### config.mk
export PLATFORM = sky130hd
export DESIGN_NAME = sorted_priority_queue_core
export DESIGN_NICKNAME = d
export VERILOG_FILES = /design/src/hw/rtl/spq_pkg.sv /design/src/hw/rtl/spq_cell.sv /design/src/hw/rtl/sorted_priority_queue_core.sv
export SDC_FILE = /design/constraint.sdc
export NUM_CORES = 1
export LEC_CHECK = 0
export BUFFER_PORTS_ARGS = -buffer_cell sky130_fd_sc_hd__buf_2
export CELL_PAD_IN_SITES_DETAIL_PLACEMENT = 0
export CELL_PAD_IN_SITES_GLOBAL_PLACEMENT = 2
export CORE_MARGIN = 2
export CORE_UTILIZATION = 43
export DETAILED_ROUTE_END_ITERATION = 10
export PLACE_DENSITY_LB_ADDON = 0.1
export SYNTH_ARGS = -nofsm -noshare
export SYNTH_HDL_FRONTEND = slang
export SYNTH_SLANG_ARGS = --single-unit
### constraint.sdc
create_clock -name i_clk -period 7.2 [get_ports i_clk]
set_input_delay 1.08 -clock i_clk [delete_from_list [all_inputs] [get_ports i_clk]]
set_output_delay 1.08 -clock i_clk [all_outputs]
set_load 0.02 [all_outputs]
### src/hw/rtl/spq_pkg.sv
// Shared types and constants for the sorted priority queue.
`timescale 1ns / 1ps

package spq_pkg;

    localparam int unsigned FIELD_BITS = 16;
    localparam int unsigned OCC_BITS   = 5;

    localparam logic KIND_ENQ = 1'b0;
    localparam logic KIND_DEQ = 1'b1;

    typedef struct packed {
        logic                  kind;
        logic [FIELD_BITS-1:0] key;
        logic [FIELD_BITS-1:0] payload;
    } t_spq_in;

    typedef struct packed {
        logic [FIELD_BITS-1:0] out_key;
        logic [FIELD_BITS-1:0] out_payload;
        logic                  was_empty;
        logic                  was_full;
        logic [OCC_BITS-1:0]   occupancy;
    } t_spq_out;

    typedef struct packed {
        logic [FIELD_BITS-1:0] key;
        logic [FIELD_BITS-1:0] payload;
    } t_spq_ent;

    typedef struct packed {
        logic     enq;
        logic     deq;
        t_spq_ent ent;
    } t_spq_cmd;

endpackage

### src/hw/rtl/spq_cell.sv
// One storage cell of the sorted queue row.
`timescale 1ns / 1ps

module spq_cell
    import spq_pkg::*;
(
    input  logic     i_clk,
    input  t_spq_cmd i_cmd,
    input  logic     i_occ,
    input  t_spq_ent i_left,
    input  logic     i_left_gt,
    input  t_spq_ent i_right,
    output t_spq_ent o_ent,
    output logic     o_gt
);

    t_spq_ent r_ent;
    t_spq_ent n_ent;

    assign o_ent = r_ent;
    assign o_gt  = !i_occ || (r_ent.key > i_cmd.ent.key);

    always_comb begin
        n_ent = r_ent;
        priority if (i_cmd.enq && o_gt) begin
            n_ent = i_left_gt ? i_left : i_cmd.ent;
        end else if (i_cmd.deq) begin
            n_ent = i_right;
        end
    end

    always_ff @(posedge i_clk) begin
        r_ent <= n_ent;
    end

endmodule

### src/hw/rtl/sorted_priority_queue_core.sv
// Top level of the sorted priority queue: cell row, fill count and result register.
//
// Input channel i_in_valid / i_in_word / o_in_stall carries one operation word:
// kind selects enqueue or dequeue, key and payload describe the entry.
// Output channel o_out_valid / o_out_word / i_out_stall returns one result word
// per operation: the dequeued entry or zeros, the empty and full flags and the
// number of entries held afterwards.
// Every cell compares its key with the incoming key and takes its left or
// right neighbour's entry in the same cycle, so one operation is applied per
// cycle while o_in_stall is low: the result word is registered and o_out_valid
// rises in the cycle after acceptance, throughput one word per cycle. The result
// register lets a new word in while the previous result leaves in the same cycle.
// A stalled result holds in the register; the input stalls only while that
// register is full and the receiver stalls.
// Reset empties the queue (fill count zero) and clears o_out_valid; stored
// entries are not cleared and are never read until written.
// A full queue drops an enqueue and raises was_full; an empty queue answers
// a dequeue with was_empty. Equal keys leave in arrival order.
`timescale 1ns / 1ps

module sorted_priority_queue_core
    import spq_pkg::*;
#(
    parameter int unsigned DEPTH    = 16,
    parameter int unsigned KEY_BITS = 16
) (
    input  logic     i_clk,
    input  logic     i_rst_n,
    input  logic     i_in_valid,
    input  t_spq_in  i_in_word,
    output logic     o_in_stall,
    output logic     o_out_valid,
    output t_spq_out o_out_word,
    input  logic     i_out_stall
);

    localparam int unsigned KW = (KEY_BITS < FIELD_BITS) ? KEY_BITS : FIELD_BITS;
    localparam int unsigned CW = $clog2(DEPTH + 1);
    localparam logic [FIELD_BITS-1:0] KEY_MASK =
        FIELD_BITS'((33'd1 << KW) - 33'd1);

    logic [CW-1:0] r_count;
    logic [CW-1:0] n_count;
    logic          r_out_valid;
    t_spq_out      r_out_word;
    t_spq_out      n_out_word;

    logic          accept;
    logic          full;
    logic          empty;
    t_spq_cmd      cmd;

    t_spq_ent      ents [DEPTH];
    logic          gts  [DEPTH];
    logic          occ  [DEPTH];

    assign o_in_stall  = r_out_valid && i_out_stall;
    assign accept      = i_in_valid && !o_in_stall;
    assign full        = (r_count == CW'(DEPTH));
    assign empty       = (r_count == '0);
    assign o_out_valid = r_out_valid;
    assign o_out_word  = r_out_word;

    always_comb begin
        cmd.enq         = accept && (i_in_word.kind == KIND_ENQ) && !full;
        cmd.deq         = accept && (i_in_word.kind == KIND_DEQ) && !empty;
        cmd.ent.key     = i_in_word.key & KEY_MASK;
        cmd.ent.payload = i_in_word.payload;
    end

    for (genvar g = 0; g < DEPTH; g++) begin : g_cell
        t_spq_ent left;
        logic     left_gt;
        t_spq_ent right;

        assign occ[g] = (CW'(g) < r_count);

        if (g == 0) begin : g_first
            assign left    = cmd.ent;
            assign left_gt = 1'b0;
        end else begin : g_mid
            assign left    = ents[g-1];
            assign left_gt = gts[g-1];
        end

        if (g == DEPTH - 1) begin : g_last
            assign right = ents[g];
        end else begin : g_inner
            assign right = ents[g+1];
        end

        spq_cell u_cell (
            .i_clk    (i_clk),
            .i_cmd    (cmd),
            .i_occ    (occ[g]),
            .i_left   (left),
            .i_left_gt(left_gt),
            .i_right  (right),
            .o_ent    (ents[g]),
            .o_gt     (gts[g])
        );
    end

    always_comb begin
        n_count = r_count;
        priority if (cmd.enq) begin
            n_count = r_count + CW'(1);
        end else if (cmd.deq) begin
            n_count = r_count - CW'(1);
        end
    end

    always_comb begin
        n_out_word             = '0;
        n_out_word.was_full    = (i_in_word.kind == KIND_ENQ) && full;
        n_out_word.was_empty   = (i_in_word.kind == KIND_DEQ) && empty;
        n_out_word.occupancy   = OCC_BITS'(n_count);
        if (cmd.deq) begin
            n_out_word.out_key     = ents[0].key;
            n_out_word.out_payload = ents[0].payload;
        end
    end

    always_ff @(posedge i_clk) begin
        if (!i_rst_n) begin
            r_count     <= '0;
            r_out_valid <= 1'b0;
        end else begin
            r_count <= n_count;
            if (accept) begin
                r_out_valid <= 1'b1;
            end else if (!i_out_stall) begin
                r_out_valid <= 1'b0;
            end
        end
    end

    always_ff @(posedge i_clk) begin
        if (accept) begin
            r_out_word <= n_out_word;
        end
    end

endmodule
## After elaboration in Yosys (flattened, before gate mapping)

Cells that the tools add are included.

- Flip-flop bits (word level): 557
- Bits of input ports: 37
- Output and inout port bits: 41
- Logic and storage cells: 200

- Add/subtract/negate cells: 2
- Magnitude comparators: 32
- Eq/ne operators: 2
- Muxes and demuxes: 49
- Bitwise logic cells: 1
- Reduce and logical (&&, ||, !) cells: 75

Operator list:

| operator | number |
|---|---|
| $mux 32 | 45 |
| $gt 16x16->1 | 16 |
| $lt 4x5->1 const A | 8 |
| $reduce_bool 2->1 | 15 |
| $logic_and 1x1->1 | 24 |
| $lt 3x5->1 const A | 4 |
| $logic_not 1->1 | 19 |
| $logic_or 1x1->1 | 16 |
| $lt 1x5->1 const A | 2 |
| $lt 2x5->1 const A | 2 |
| $mux 5 | 2 |
| $add 5x1->5 const B | 1 |
| $eq 5x5->1 const B | 1 |
| $logic_not 5->1 | 1 |
| $sub 5x1->5 const B | 1 |
| $mux 1 | 2 |
| $ne 2x1->1 const B | 1 |
| $not 1->1 | 1 |

## Logic depth before layout (Yosys ltp)

Gate-level depths: netlist (run 1).

- Depth in word-level cells: 7
- Mapped depth: 12
- Gate-level depth less buffers: 9

## Hierarchy

From an unflattened synthesis (run 1), not the netlist that was laid out.

- Cells, all modules: 3454
- Area, all modules: 40751.6 µm²

Modules (own cells, without submodules):

| module | times used | cells an instance | area each (µm²) | sequential area each (µm²) |
|---|---|---|---|---|
| spq_cell at g_cell[0].u_cell ... | 14 | 184 | 2297.2 | 960.9 |
| spq_cell at g_cell[9].u_cell | 1 | 361 | 3300.7 | 960.9 |
| spq_cell at g_cell[8].u_cell | 1 | 362 | 3299.4 | 960.9 |
| sorted_priority_queue_core | 1 | 155 | 1990.7 | 1291.2 |

## Worst setup path before layout (run 1)

OpenSTA, ideal clock, no wires.

- Path kind: input -> register
- From: in i_in_word[27] in the netlist's numbering
- To: reg g_cell[8].u_cell.r_ent, in the netlist g_cell[8].u_cell.o_ent[0] (enable)
- Setup time: 0.466 ns
- Arrival time: 5.340 ns
- Required time: 6.734 ns
- Setup slack: 1.394 ns
- Cell stages on the path: 9
- Path buffers: 1
- Cells stage by stage: inv_1 ha_1 nand4_1 or4_1 a21o_1 o2111ai_1 o31ai_2 buf_2 o21ai_0

- Word-level cells in the longest chain between the ends: 4

Ends and longest elaborated chain:

| what | RTL line | text |
|---|---|---|
| start: declaration | sorted_priority_queue_core.sv:30 | `input t_spq_in i_in_word,` |
| $gt 16x16->1 | spq_cell.sv:21 | `assign o_gt = !i_occ \|\| (r_ent.key > i_cmd.ent.key);` |
| $logic_or 1x1->1 | spq_cell.sv:21 |  |
| $logic_and 1x1->1 | spq_cell.sv:25 | `priority if (i_cmd.enq && o_gt) begin` |
| $reduce_bool 2->1 (no line) | -- |  |
| end signal: assignment | spq_cell.sv:33 | `r_ent <= n_ent;` |
| end: declaration | spq_cell.sv:17 | `t_spq_ent r_ent;` |

No other way between the ends.
A chain may end at the register's enable or synchronous reset.

==> parameters.txt, run 1 <==
Parameter                              Value

Outcome
  Run status    finished, final reports clean

Finish
  Area added between synthesis and finish    10.4%
  Post-route non-filler standard cell count    4184
  Share of layout cells above drive strength 1    10.7%
  Cell area after layout    37300 um^2
  Final cell utilization of the core    48.0%
  Filler instances    7141
  Layout Nets    about 3400

GRT
  Largest net degree at the start of global routing    65
  Via count of the first global-routing pass    24380
  Combined global-route utilization of all metal layers    about a quarter
  Initial antenna violation count    2
  Wire length of the first global-routing pass    153000 um
  Final global-route overflow total    0

Synthesis
  Number of enable-type register cells in the synthesized netlist    between 500 and 600
  Post-synthesis sequential area ratio    49.3%
  Dominant cell type by area after synthesis    sky130_fd_sc_hd__edfxtp_1
  Post-synth ARST share    0%
  Netlist cell types    just over 70
  Number of register bits inferred by synthesis    557
  Top flip-flop cell by instance count after synthesis    sky130_fd_sc_hd__edfxtp_1
  Synth Warn #    0
  Biggest area contributors in the synthesized netlist    sky130_fd_sc_hd__edfxtp_1 (49%), sky130_fd_sc_hd__mux2i_1 (11%), sky130_fd_sc_hd__ha_1 (9.6%)
  Mean instance size in the synthesized netlist    between 10 and 15 um^2
  Most frequent cells after synthesis    sky130_fd_sc_hd__edfxtp_1 (551), sky130_fd_sc_hd__mux2i_1 (356), sky130_fd_sc_hd__nand2_1 (343)
  Most repeated cell in the gate-level netlist after synthesis    sky130_fd_sc_hd__edfxtp_1
  Netlist Area Pre-Place    33800 um^2
  Number of standard cells after synthesis    3097
  Area fraction of the dominant cell type after synthesis    48.9%
  Total nets after synthesis    3393

Die
  Core Box Area    77700 um^2
  Starting density of the core    43.5%
  Width of the die    285 um
  Die H    285 um
  Num ports    78
  Number of standard-cell rows in the floorplan    102
  Die area    between 80000 and 90000 um^2

Detailed routing
  Average wire length per cell after detail routing    23.8 um
  DRT iter0 DRCs    1931
  Total number of vias    24102
  DRC violations left    0
  Total Wirelength    99600 um
  First-pass iteration count of the detailed router    5
  Post-DRT Antenna Nets    0
  Vias/cell    5.76

Clock network
  Buffer count from post-CTS setup fixing    0
  Total clock sinks    557
  Clock root buffer    sky130_fd_sc_hd__clkbuf_16
  CTS tree    built
  Count of H-tree levels built during CTS    3
  Number of buffers inserted during clock tree synthesis    67
  Clock edge transition at the registers on the reported setup and hold paths    approximately 0.06 ns
  Maximum clock insertion buffer count    3
  Clk_lat worst skew    approximately 0.62 ns
  Number of hold buffers added after CTS    0
  Resize count post-CTS    0

Timing
  RSZ-0062 raised after global routing    false
  Worst Max-Slew Pin Slew    1.24 ns
  Final Max Tran Viols    0
  Setup total negative slack    0 ns
  Endpoints failing hold    0
  Post-route clock period utilization    71.0%
  Highest attainable clock frequency    approximately 0.20 GHz
  Headroom to the max-slew limit    16.9%
  Clock Skew    0.0219 ns
  Final worst path period need    5.11 ns
  Final number of setup-violating endpoints    0

Critical path
  Worst endpoint required time    7.56 ns
  Maximum fanout along the worst path    32
  Kind of critical path    in -> reg
  Data arrival at the endpoint of the critical path    5.47 ns
  Nature of the critical path startpoint    input pin
  Type of destination of the critical path    register

Place
  Cell area reported after detailed placement    35200 um^2
  Routability-driven placement congestion ratio    0.870
  Detail Placement HPWL    71400 um
  Number of placed instances with taps included    4060
  Buffers added on ports    77

Power and ir drop
  Power per unit of standard cell area    roughly 260 nW/um^2
  Switching share of total power    30.7%
  Int Pwr    0.00673 W
  Switching power of the nets    0.00299 W
  Power share of the clock group    33.9%
  Part of the power in combinational logic    20.7%
  Leakage power    14.4 nW
  Total chip power    0.00972 W
  Highest ir drop seen on vdd    154 uV
  Portion of total power attributed to sequential cells    45.3%

Min path
  Hold/Removal Path Class    reg -> reg

Job
  Maximum Capacitance Violations    0
==> worst paths after layout <==
check | startpoint | endpoint | slack, ns | cells after the start
setup / recovery | i_in_word[26] | g_cell[2].u_cell.o_ent[15]$_DFFE_PP_ | 2.09 | 10
hold / removal | g_cell[15].u_cell.o_ent[1]$_DFFE_PP_ | g_cell[14].u_cell.o_ent[1]$_DFFE_PP_ | 0.53 | 2
setup reg to reg | r_count[4]$_SDFF_PN0_ | g_cell[0].u_cell.o_ent[2]$_DFFE_PP_ | 3.10 | 6
hold reg to reg | g_cell[15].u_cell.o_ent[1]$_DFFE_PP_ | g_cell[14].u_cell.o_ent[1]$_DFFE_PP_ | 0.53 | 2
==> power by group through the flow <==
stage	sequential (W)	combinational [W]	clock, W
global route	0.00445	0.00226	0.00350
CTS	0.00440	0.00203	0.00338
finish	0.00441	0.00201	0.00330
detailed placement	0.00446	0.00202	0
global placement	0.00446	0.00198	0
floorplan	0.00435	0.00142	0
==> layout make-up <==
class	count	area (um^2)	area share, %
sequential	557	16700	44.6
multi-input combinational	2272	16200	43.4
clock buffer	92	1800	4.82
tap	1040	1300	3.48
timing repair buffer	148	918	2.46
clock inverter	30	299	0.801
inverter	43	161	0.432
antenna	2	5.00	0.0134
==> cell usage in the layout (no fill, tap or decap), drive strengths merged, types with 4 or more instances in the layout <==
cell type / instances
nor2b: 21
nor4: 12
dfxtp: 6
a21oi: 287
clkbuf: 92
mux2: 125
nand2b: 4
nand2: 343
o31ai: 19
nor3: 17
inv: 46
mux2i: 356
ha: 259
and3: 5
nand4: 38
nor2: 222
o211ai: 13
and4: 4
nand3: 16
a21boi: 5
clkinv: 24
a21o: 26
buf: 148
or2: 5
or4: 6
a31oi: 4
a211oi: 11
o21a: 14
edfxtp: 551
a221oi: 32
and2: 40
o21ai: 346
==> layer usage <==
layer | vias to the layer above | global-route usage [%] | wire length [um] | part of all wire (%)
met4 | 0 | 6.72 | 2100 | 2.1
met5 | - | 0 | 0 | 0
li1 | 11559 | - | - | -
met2 | 623 | 40.0 | 46100 | 46
met3 | 130 | 2.51 | 4610 | 4.6
met1 | 11790 | 34.6 | 46800 | 47
==> registers in the layout (all words and copies together), names as in the netlist <==
register	flops
r_count	5
o_out_word	39
g_cell.u_cell.o_ent	512
o_out_valid	1
==> worst max-delay path, stage by stage <==
cell,delay (ns)
sky130_fd_sc_hd__buf_2,0.35
sky130_fd_sc_hd__inv_1,0.58
sky130_fd_sc_hd__ha_1,0.50
sky130_fd_sc_hd__and3_1,0.17
sky130_fd_sc_hd__a221oi_1,0.49
sky130_fd_sc_hd__o21ai_0,0.29
sky130_fd_sc_hd__or4b_1,0.58
sky130_fd_sc_hd__nand2_2,0.92
sky130_fd_sc_hd__mux2i_1,0.35
sky130_fd_sc_hd__a21oi_1,0.11
==> stage by stage <==
step                setup WS (ns)  hold WS (ns)
finish                       2.09         0.535
global route                 2.06         0.567
CTS                          2.21         0.536
detailed placement           1.53         0.520
global placement             1.60         0.506
floorplan                    1.39         0.503
==> cell families (layout without fill, tap and decap cells) <==
| group | count (synthesis) | after routing | share of synthesized area, % |
|---|---|---|---|
| compound gates | 788 | 788 | 13.1 |
| simple gates | 741 | 741 | 9.54 |
| buf+inv | 268 | 313 | 3.46 |
| other cells | 0 | 2 | 0 |
| xor+xnor | 3 | 3 | 0.0777 |
| fa+ha+maj | 259 | 259 | 9.58 |
| mux | 481 | 481 | 15.0 |
| flops | 557 | 557 | 49.3 |
Power figures use the tool's default switching activity.
==> inputs of run 2 (changes only) <==
CORE_UTILIZATION = 39   (was 43)
clock period = 4.4 ns   (was 7.2 ns; I/O delays follow)
==> parameters.txt, run 2 (synthesis results as in run 1) <==
Parameter                              Value

Outcome
  Run status    finished, final reports clean

Clock network
  Clk_lat worst skew    0.62 ns
  Number of buffers inserted during clock tree synthesis    70
  CTS tree    built
  Maximum clock insertion buffer count    3
  Buffer count from post-CTS setup fixing    0
  Number of hold buffers added after CTS    0
  Total clock sinks    around 560
  Resize count post-CTS    0
  Count of H-tree levels built during CTS    3
  Clock root buffer    sky130_fd_sc_hd__clkbuf_16
  Clock edge transition at the registers on the reported setup and hold paths    around 0.06 ns

Finish
  Flip-flop count of the largest register, all copies and words added    around 510
  Layout Nets    3449
  Most common cell after layout, fill and taps aside    sky130_fd_sc_hd__edfxtp_1
  Area added between synthesis and finish    13.4%
  Filler instances    8034
  Share of layout cells above drive strength 1    12.6%
  Most frequent cells in the layout    sky130_fd_sc_hd__edfxtp_1 (551), sky130_fd_sc_hd__mux2i_1 (356), sky130_fd_sc_hd__nand2_1 (342)

Power and ir drop
  Switching power of the nets    0.00483 W
  Total chip power    0.0162 W
  Power per unit of standard cell area    approximately 420 nW/um^2
  Switching share of total power    29.8%
  Portion of total power attributed to sequential cells    between 40% and 50%
  Part of the power in combinational logic    20.7%
  Highest ir drop seen on vdd    238 uV
  Leakage power    14.9 nW
  Power share of the clock group    35.0%
  Int Pwr    between 0.01 and 0.015 W

Critical path
  Crit. Startpoint    r_count[4]$_SDFF_PN0_
  Reg-to-Reg Start    r_count[4]$_SDFF_PN0_
  Nature of the critical path startpoint    register
  Kind of critical path    reg -> reg
  Data arrival at the endpoint of the critical path    3.96 ns
  Critical-path top delay cell    sky130_fd_sc_hd__dfxtp_1
  Type of destination of the critical path    register
  Maximum fanout along the worst path    24
  Sequence of cells on the critical path    buf_4 -> a21oi_1 -> a211oi_1 -> o211ai_1 -> a211oi_1 -> nor3_2 -> nand2b_1 -> buf_12
  Cell repeated most along the worst path    sky130_fd_sc_hd__a211oi_1
  Worst endpoint required time    ~4.8 ns
  Max stage delay on crit path    between 0.8 and 0.9 ns

Min path
  Start point of the worst min-delay path    i_in_valid
  Hold/Removal Path Class    in -> reg

Die
  Core Box Area    86300 um^2
  Starting density of the core    slightly below 40%
  Num ports    between 70 and 80
  Die H    299 um
  Width of the die    ~300 um
  Die area    89100 um^2
  Number of standard-cell rows in the floorplan    around 110

Detailed routing
  Post-DRT Antenna Nets    0
  First-pass iteration count of the detailed router    5
  Vias/cell    roughly 5.4
  Average wire length per cell after detail routing    21.5 um
  DRC violations left    0
  Total number of vias    23522
  DRT iter0 DRCs    around 1400
  Total Wirelength    93600 um

Timing
  Clock Skew    0.0210 ns
  Final number of setup-violating endpoints    0
  Post-route clock period utilization    roughly four fifths
  Final Max Tran Viols    0
  Endpoints failing hold    0
  RSZ-0062 raised after global routing    false
  Final worst path period need    3.60 ns
  Worst Max-Slew Pin Slew    0.877 ns
  Final worst hold slack    approximately 0.27 ns
  Highest attainable clock frequency    between 0.2 and 0.3 GHz
  Headroom to the max-slew limit    40.8%

GRT
  Final global-route overflow total    0
  Via count of the first global-routing pass    23918
  Combined global-route utilization of all metal layers    20.8%
  Initial antenna violation count    2
  Largest net degree at the start of global routing    65
  Wire length of the first global-routing pass    145000 um

Place
  Routability-driven placement congestion ratio    0.826
  Buffers added on ports    77
  Detail Placement HPWL    71000 um

Job
  Maximum Capacitance Violations    0
## run 2: worst paths after layout
path,end,slack (ns),depth (start not counted)
min,o_out_valid$_SDFFE_PN0P_,0.27,2
max,g_cell[11].u_cell.o_ent[12]$_DFFE_PP_,0.80,8
max reg2reg,g_cell[11].u_cell.o_ent[12]$_DFFE_PP_,0.80,8
min reg2reg,g_cell[14].u_cell.o_ent[7]$_DFFE_PP_,0.53,2
## run 2: per-layer routing
metal	wire [um]	share of wire [%]	track usage, %
met3	4170	4.5	2.73
met2	42100	45	33.4
met4	2130	2.3	5.71
met1	45200	48	29.6
met5	0	0	0
## run 2: critical path: cells and delay by family (launching register included)
kind                   cells  cell delay, ns
AO/OA/AOI/OAI              4            1.25
AND/OR/NAND/NOR            2            0.60
flip-flops                 1            0.87
buffers and inverters      2            0.59
## run 2: final cells by class
class | instances | area, um^2 | area share (%)
antenna | 1 | 2.50 | 0.00652
clock buffer | 84 | 1820 | 4.76
clock inverter | 40 | 407 | 1.06
inverter | 43 | 161 | 0.421
multi-input combinational | 2272 | 16200 | 42.2
sequential | 557 | 16700 | 43.5
tap | 1155 | 1450 | 3.77
timing repair buffer | 209 | 1660 | 4.34
## run 2: stage by stage
stage / cells / setup slack (ns) / util [%] / area, um^2 / TNS (ns)
floorplan: 3097 / -0.117 / - / 33800 / -3.74
global placement: 4236 / 0.428 / 41.8 / 36100 / 0
detailed placement: 4236 / 0.358 / 41.8 / 36100 / 0
CTS: 4360 / 0.793 / 44.4 / 38400 / 0
global route: 4361 / 0.683 / 44.4 / 38400 / 0
finish: 4361 / 0.796 / 44.4 / 38400 / 0
## run 2: power groups by stage
stage / clock, W / combinational, W / sequential [W]
after CTS: 0.00585 / 0.00337 / 0.00717
after global placement: 0 / 0.00329 / 0.00726
after floorplan: 0 / 0.00232 / 0.00712
final: 0.00567 / 0.00334 / 0.00718
after global routing: 0.00605 / 0.00376 / 0.00725
after detailed placement: 0 / 0.00336 / 0.00727
